**config.mk**
```make
export PLATFORM = sky130hd
export DESIGN_NAME = gbs_front
export DESIGN_NICKNAME = d
export VERILOG_FILES = /design/src/sv/gbs_pkg.sv /design/src/sv/gbs_front.sv
export SDC_FILE = /design/constraint.sdc
export NUM_CORES = 1
export LEC_CHECK = 0
export ABC_AREA = 1
export ABC_CLOCK_PERIOD_IN_PS = 4200
export BUFFER_PORTS_ARGS = -buffer_cell sky130_fd_sc_hd__buf_4
export CORE_ASPECT_RATIO = 0.9
export CORE_MARGIN = 10
export CORE_UTILIZATION = 52
export DETAILED_ROUTE_END_ITERATION = 6
export MAX_ROUTING_LAYER = met4
export PLACE_DENSITY = 0.75
export SKIP_CTS_REPAIR_TIMING = 1
export SYNTH_ARGS = -nofsm -noshare
export SYNTH_HDL_FRONTEND = slang
export SYNTH_SLANG_ARGS = --single-unit
```
**constraint.sdc**
```tcl
create_clock -name aclk -period 4.2 [get_ports aclk]
set_input_delay 1.05 -clock aclk [delete_from_list [all_inputs] [get_ports aclk]]
set_output_delay 1.05 -clock aclk [all_outputs]
set_load 0.02 [all_outputs]
```
**src/sv/gbs_pkg.sv**
```systemverilog
package gbs_pkg;

    localparam int MAX_BOXES  = 64;
    localparam int COORD_BITS = 12;
    localparam int IDX_BITS   = $clog2(MAX_BOXES);
    localparam int CNT_BITS   = $clog2(MAX_BOXES + 1);
    localparam int SCORE_BITS = 16;
    localparam int THR_BITS   = 16;
    localparam int EXT_BITS   = COORD_BITS + 1;
    localparam int AREA_BITS  = 2 * EXT_BITS;
    localparam int UNI_BITS   = AREA_BITS + 1;
    localparam int PROD_BITS  = UNI_BITS + THR_BITS;
    localparam int QDEPTH     = 4;
    localparam int QPTR_BITS  = $clog2(QDEPTH);

    localparam logic [0:0] REG_THRESHOLD = 1'b0;
    localparam logic [THR_BITS-1:0] THR_RESET = 16'd39322;

    typedef struct packed {
        logic [COORD_BITS-1:0] x;
        logic [COORD_BITS-1:0] y;
        logic [COORD_BITS-1:0] w;
        logic [COORD_BITS-1:0] h;
        logic [SCORE_BITS-1:0] score;
    } box_t;

    typedef struct packed {
        box_t box;
        logic last;
    } qitem_t;

    typedef enum logic [3:0] {
        ST_LOAD,
        ST_SORT_RD,
        ST_SORT_FET,
        ST_SORT_CMP,
        ST_NMS_RD,
        ST_NMS_DEC,
        ST_NMS_CMP,
        ST_NMS_CHK,
        ST_EMIT_RD,
        ST_EMIT_FET,
        ST_EMIT_OUT
    } state_t;

endpackage

```
**src/sv/gbs_front.sv**
```systemverilog
module gbs_front (
    input  logic                  aclk,
    input  logic                  aresetn,
    input  logic                  in_valid,
    output logic                  in_ready,
    input  gbs_pkg::qitem_t       in_item,
    output logic                  q_valid,
    input  logic                  q_ready,
    output gbs_pkg::qitem_t       q_item
);

    gbs_pkg::qitem_t mem [gbs_pkg::QDEPTH];
    logic [gbs_pkg::QPTR_BITS-1:0] wr_ptr_reg, rd_ptr_reg;
    logic [gbs_pkg::QPTR_BITS:0]   fill_reg;
    logic push, pop;

    assign in_ready = (fill_reg != gbs_pkg::QPTR_BITS'(0) + (gbs_pkg::QPTR_BITS+1)'(gbs_pkg::QDEPTH));
    assign q_valid  = (fill_reg != '0);
    assign q_item   = mem[rd_ptr_reg];
    assign push     = in_valid && in_ready;
    assign pop      = q_valid && q_ready;

    always_ff @(posedge aclk) begin
        if (push) begin
            mem[wr_ptr_reg] <= in_item;
        end
    end

    always_ff @(posedge aclk) begin
        if (!aresetn) begin
            wr_ptr_reg <= '0;
            rd_ptr_reg <= '0;
            fill_reg   <= '0;
        end else begin
            if (push) wr_ptr_reg <= wr_ptr_reg + 1'b1;
            if (pop)  rd_ptr_reg <= rd_ptr_reg + 1'b1;
            case ({push, pop})
                2'b10:   fill_reg <= fill_reg + 1'b1;
                2'b01:   fill_reg <= fill_reg - 1'b1;
                default: fill_reg <= fill_reg;
            endcase
        end
    end

    a_fill_bound: assert property (@(posedge aclk) disable iff (!aresetn)
        fill_reg <= (gbs_pkg::QPTR_BITS+1)'(gbs_pkg::QDEPTH))
        else $error("queue fill out of range");
    a_pop_nonempty: assert property (@(posedge aclk) disable iff (!aresetn)
        (fill_reg == '0) |-> !pop)
        else $error("pop from empty queue");
    a_fill_track: assert property (@(posedge aclk) disable iff (!aresetn)
        (push && !pop) |=> fill_reg == $past(fill_reg) + 1'b1)
        else $error("fill count slip");

endmodule

```
---- Yosys cells after proc, flatten, opt, wreduce, memory -nomap -nowiden ----
Memory sizes are Yosys's and may differ from the RTL's. A register that Yosys moved wholly into a read port is not among the register bits.
Cells that the tools add are included.
word-level totals
  flip-flop bits (word level) ............. 7
  bits in writable memories ............... 260
  input bits .............................. 69
  output and inout port bits .............. 67
  word-level logic and storage cells ...... 20
  memories ................................ 1
cells by class
  $add $sub $neg .......................... 4
  equal/unequal tests ..................... 3
  multiplexer cells ....................... 5
  reductions and logical operators ........ 4
memories
  memory  words  bits a word  rd ports  clocked after Yosys merged registers in  wr ports  RTL line         text
  mem     4      65           1         1                                        1         gbs_front.sv:12  gbs_pkg::qitem_t mem [gbs_pkg::QDEPTH];
operators with widths
  cell                                                  count
  one-hot mux 3 bit (2 select lines)                    1
  adder 2 x 1 -> 2 bit (second input constant)          2
  2-to-1 mux 2 bit                                      2
  adder 3 x 1 -> 3 bit (second input constant)          1
  inequality test 3 bit (second input constant)         1
  nonzero test 3 bit                                    1
  subtractor 3 x 1 -> 3 bit (second input constant)     1
  equality test 2 x 1 -> 1 bit (second input constant)  1
  equality test 2 bit (second input constant)           1
  logical AND 1 bit                                     2
  2-to-1 mux 1 bit                                      2
  nonzero test 2 bit                                    1

---- Depth between registers and ports, before layout ----
Gate-level depths: netlist of the first run.
  word-level depth ........................ 4
  depth in mapped cells ................... 13

---- Worst setup path before layout of the first run ----
Ideal clock, no wire load.
  path type ............................... input to register
  start point ............................. input in_valid
  end point ............................... memory mem[0][0] (netlist name), enable pin
  arrival ................................. 3927 ps
  required time ........................... 3711 ps
  setup slack ............................. -216 ps
  stages .................................. 2
  path through ............................ nand2_1 > nor2_1
on the way
  cells in the longest elaborated chain, start to end .. 3
RTL lines
  what                                    RTL line         text
  from (decl)                             gbs_front.sv:4   input logic in_valid,
  logical AND 1 bit                       gbs_front.sv:20  assign push = in_valid && in_ready;
  2-to-1 mux 1 bit                        gbs_front.sv:24  if (push) begin
  2-to-1 mux 1 bit (not written as such)  gbs_front.sv:25  mem[wr_ptr_reg] <= in_item;
  to (decl)                               gbs_front.sv:12
Every way passes these cells.

==> impl_metrics.ini, run 1 <==
[routing]
antenna_left = 0
met2_length_mm = 10.52
drcViolationCount = 0
met3_length_mm = 1.347
wire_per_inst_um = 18.92
num_vias = 5989
drt-total-wl_mm = 21.00
firstDrtPassIters = 5
routedLengthMet1_mm = 8.772
top_layer = met4
drt-initial-drc-count = 316
viasPerCell = 5.395

[worst_setup_path]
crit_type = reg2out
critPathCaptureType = output port
crit_arrival_ns = 2.52
cp_max_fo = 81
worstPathRequired_ns = 3.15
startpoint_type = register
r2r_start = fill_reg[1]$_SDFFE_PN0P_

[floorplan]
fp-row-count = 49
dieWidth_um = 169.2
die-area_um2 = 26110
die_h_um = 154.3
core_um2 = 19860
initial_utilization_pct = 52.47
ioPinCount = 136

[synthesis]
yosysSeqAreaShare_pct = 76.64
synth_area_leaders = edfxtp_1 (75%), nor2_1 (4.3%), o21ai_0 (4.3%), o22ai_1 (2.7%), o22ai_2 (2.4%)
syn_inst = 697
synth_top_area_cell = edfxtp_1
synth.net_count = 772
synth.distinct_cells = 22
yosys_warnings = 0
syn_avg_cell_area_um2 = 14.95
syn_area_um2 = 10420
synth_seq_cells = 269
synth_top_area_share_pct = 74.91

[sta]
setup_viol = 0
min_period_over_period_pct = 84.92
max_slew_margin_pct = 50.60
slew_viol_final = 0
fin_tns_setup_ns = 0
clock_skew_ns = 0.01032
grt_setup_unrepaired = false
period_minus_slack_ns = 3.567
fmax_ghz = 0.2804
worstMarginPinSlew_ns = 0.7409
hold_viol_final = 0

[clock_network]
cts_inserted_buffers = 27
clk_pin_slew_ns = 0.06
h-tree-depth = 1
cts_num_sinks = 269
insertion_delay_ns = 0.51
tritoncts = yes
cts_buffer_depth = 3
root_buffer = clkbuf_16

[placement]
place.gp.congestion = 0.7512
dp_hpwl_mm = 12.74
port_buffers = 135

[global_routing]
grt_max_degree = 82
overflow = 0
grt_pass1_vias = 5954
antenna_found_initial = 2
grt.total_usage_pct = 15.93
grt_pass1_wl_mm = 32.44

[power]
p_per_area_nw_per_um2 = 608.0
ir_drop_v = 0.0004240
cellLeakagePower_nw = 4.339

[run]
cap_violations = 0

[hold_path]
min_path_type = reg2reg
worstHoldStart = rd_ptr_reg[1]$_SDFFE_PN0P_

[status]
status = completed

[layout]
utilization_pct = 62.62
final_nets = 909
largest_reg_flops = 260
drive_above_1_share_pct = 27.90
syn_to_final_growth_pct = 19.34
-- path summary, 6_finish.rpt --
kind | depth (start not counted) | to | slack, ns
min | 2 | register | 0.50
max | 5 | q_item[60] | 0.63
min reg2reg | 2 | register | 0.50
max reg2reg | 12 | fill_reg[2]$_SDFFE_PN0P_ | 2.09
-- metal layers --
metal	vias up	track usage, %
met3	32	3.496
met1	2905	20.02
li1	2879	-
met4	0	3.696
met2	173	26.03
met5	-	-
-- synth_stat cells --
library cell and count:
edfxtp_1 260, nor2_1 120, o21ai_0 90, o22ai_1 45, o21ai_1 37, clkbuf_1 20, nor2_4 20, o22ai_2 20
inv_1 16, nand2_1 15, buf_2 9, buf_6 9, dfxtp_1 9, a21oi_1 5, ha_1 5, nand3_1 5
o21ai_2 5, buf_12 3, buf_4 1, fa_1 1, inv_2 1, inv_4 1
-- cell type report --
class	count	area [µm²]
diodes	2	5.005
inverters	18	72.57
repair buffers	150	1139
clock buffers	38	726.9
fillers	1482	7426
flip-flops and latches	269	7993
clock inverters	10	77.57
well taps	255	319.1
multi-input cells	368	2106
-- placed cells by master (no fill, tap or decap), drive strengths merged, types with 2 or more instances in the layout --
cell type | synthesis | final
nand2 | 15 | 15
inv | 18 | 19
dfxtp | 9 | 9
nand3 | 5 | 5
clkbuf | 20 | 38
buf | 22 | 150
clkinv | 0 | 8
ha | 5 | 5
o22ai | 65 | 65
edfxtp | 260 | 260
a21oi | 5 | 5
o21ai | 132 | 132
nor2 | 140 | 140
diode | 0 | 2
-- worst max-delay path, stage by stage (launching register included) --
cell,delay [ns]
dfxtp_4,0.48
inv_6,0.62
buf_4,0.43
o21ai_0,0.16
o22ai_2,0.12
buf_4,0.16
-- through the flow --
stage / hold slack [ns] / total power, mW / std cells / cell area (µm²) / setup slack (ns)
final: 0.4959 / 7.562 / 1110 / 12440 / 0.6335
after global routing: 0.5323 / 7.933 / 1110 / 12440 / 0.4415
after CTS: 0.4972 / 7.650 / 1108 / 12430 / 0.5813
after detailed placement: 0.4802 / 5.487 / 1060 / 11630 / 1.140
after global placement: 0.4844 / 5.447 / 1060 / 11630 / 1.180
after floorplan: 0.4621 / 4.703 / 697 / 10420 / -0.2159
-- report_power, final --
| part | switching (mW) | leakage [nW] | total (mW) | internal (mW) |
|---|---|---|---|---|
| Sequential | 0.0965 | 2.46 | 3.29 | 3.19 |
| Clock | 0.905 | 0.396 | 2.17 | 1.26 |
| Combinational | 1.35 | 1.48 | 2.11 | 0.754 |
| Total | 2.35 | 4.34 | 7.56 | 5.21 |
-- cells by family after synthesis --
logic type	synth area share [%]
compound gates	11.86
simple gates	7.263
fa+ha+maj	0.7923
flops	76.64
buf+inv	3.445
No activity file was read; power rests on OpenSTA's default activity.
==> run 2: changes to the inputs <==
Settings changed: ABC_CLOCK_PERIOD_IN_PS 4200 to 3100.
Clock period 4.2 ns to 3.1 ns, I/O delays scaled along.
==> impl_metrics.ini, run 2 (synthesis gave the netlist of run 1 again) <==
[status]
status = completed

[worst_setup_path]
critPathCaptureType = output port
startpoint_type = register
cpMostUsedCell = buf_4
path_buf_inv = 3
reg2reg_slack_ns = 0.99
critPathSlowestCell = buf_4
reg2reg_to = fill_reg[2]$_SDFFE_PN0P_
crit_family = buffers and inverters
crit_arrival_ns = 2.01
crit_type = reg2out
worst-r2r-cell-count = 12
cpPeakStageDelay_ns = 0.40
r2r_start = fill_reg[1]$_SDFFE_PN0P_
cp_max_fo = 30
path_cells = inv_6 > buf_4 > o21ai_0 > o22ai_1 > buf_4
worstPathRequired_ns = 2.32

[sta]
min_period_over_period_pct = 89.95
max_slew_margin_pct = 60.71
worstMarginPinSlew_ns = 0.5894
hold_viol_final = 0
period_minus_slack_ns = 2.788
grt_setup_unrepaired = false
fmax_ghz = 0.3586
fin_tns_setup_ns = 0
setup_viol = 0
fin_ws_ns = 0.3115
clock_skew_ns = 0.01568
holdWs_ns = 0.4430
slew_viol_final = 0

[routing]
antenna_left = 0
num_vias = 6019
drt-initial-drc-count = 361
drcViolationCount = 0
wire_per_inst_um = 19.30
drt-total-wl_mm = 21.50
viasPerCell = 5.403
firstDrtPassIters = 5

[global_routing]
met1_usage_pct = 20.33
grt-busiest-layer = met2
grt_use_met3_pct = 3.775
grt_pass1_vias = 6155
overflow = 0
grt.total_usage_pct = 16.40
grt_max_degree = 79
use_met2_pct = 26.93
grt_pass1_wl_mm = 33.62
antenna_found_initial = 2

[floorplan]
fp-row-count = 49
ioPinCount = 136
dieWidth_um = 169.2
initial_utilization_pct = 52.47
core_um2 = 19860
die_h_um = 154.3
die-area_um2 = 26110

[power]
total_power_mw = 10.40
p_per_area_nw_per_um2 = 828.8
p_comb_share_pct = 28.6
clockPowerShare_pct = 29.1
cellLeakagePower_nw = 4.386
swShare_pct = 31.24
power.internal_mw = 7.152
p_seq_share_pct = 42.4
switchingPower_mw = 3.250
ir_drop_v = 0.0005981

[clock_network]
root_buffer = clkbuf_16
cts_buffer_depth = 3
cts_inserted_buffers = 27
h-tree-depth = 1
clk_pin_slew_ns = 0.06
insertion_delay_ns = 0.53
cts_num_sinks = 269
tritoncts = yes

[layout]
multi_input_area_um2 = 2106
final_nets = 912
final_common_cell = edfxtp_1
drive_above_1_share_pct = 28.59
syn_to_final_growth_pct = 20.41
largest_reg_flops = 260
seq_area_um2 = 7993
fillers = 1457
final_cell_mix = edfxtp_1 (260), buf_4 (147), nor2_1 (116)

[hold_path]
min_path_type = in2reg
min_to = mem[3][6]$_DFFE_PP_
whs_path_depth = 1
worstHoldStart = in_item[6]

[placement]
dp_hpwl_mm = 13.08
pre_cts_slack_ns = 0.6918
port_buffers = 135
place.gp.congestion = 0.7399

[run]
cap_violations = 0
==> run 2: cell count changes in the layout (fill, tap and decap cells not counted), sizes merged <==
cell,before,now
clkinv,8,7
clkbuf,38,39
clkinvlp,0,1
buf,150,153
==> run 2: routing by layer <==
layer  routed length [µm]  vias to the layer above
met4                  389                        0
met2                10790                      147
met5                    0                        -
li1                     -                     2882
met3                 1187                       28
met1                 9131                     2962
==> run 2: worst max path at each step <==
stage / to / slack (ns) / cells after the start
2_1_floorplan: mem[0][0]$_DFFE_PP_ / -1.04 / 2
3_3_place_gp: fill_reg[2]$_SDFFE_PN0P_ / 0.75 / 11
3_5_place_dp: fill_reg[2]$_SDFFE_PN0P_ / 0.69 / 11
4_1_cts: q_item[58] / 0.28 / 5
5_1_grt: q_item[19] / 0.16 / 4
6_report: q_item[58] / 0.31 / 5
==> run 2: area by class of cell <==
cell class / count / area share, %
multi-input cells: 368 / 16.78
inverters: 18 / 0.5783
well taps: 255 / 2.542
clock buffers: 39 / 5.982
flip-flops and latches: 269 / 63.69
clock inverters: 10 / 0.6381
repair buffers: 153 / 9.751
diodes: 2 / 0.03988
==> run 2: metrics by stage <==
step	util, %	instance area (µm²)	instances
5_1_grt	63.18	12550	1114
3_3_place_gp	58.97	11710	1063
4_1_cts	63.15	12540	1112
3_5_place_dp	58.97	11710	1063
2_1_floorplan	-	10420	697
6_report	63.18	12550	1114
==> run 2: power by group through the flow <==
stage / clock (mW) / combinational (mW) / sequential, mW
detailed placement: 0 / 3.02 / 4.48
global route: 3.24 / 3.22 / 4.43
CTS: 3.09 / 3.03 / 4.41
floorplan: 0 / 1.89 / 4.48
finish: 3.02 / 2.97 / 4.41
global placement: 0 / 2.98 / 4.47
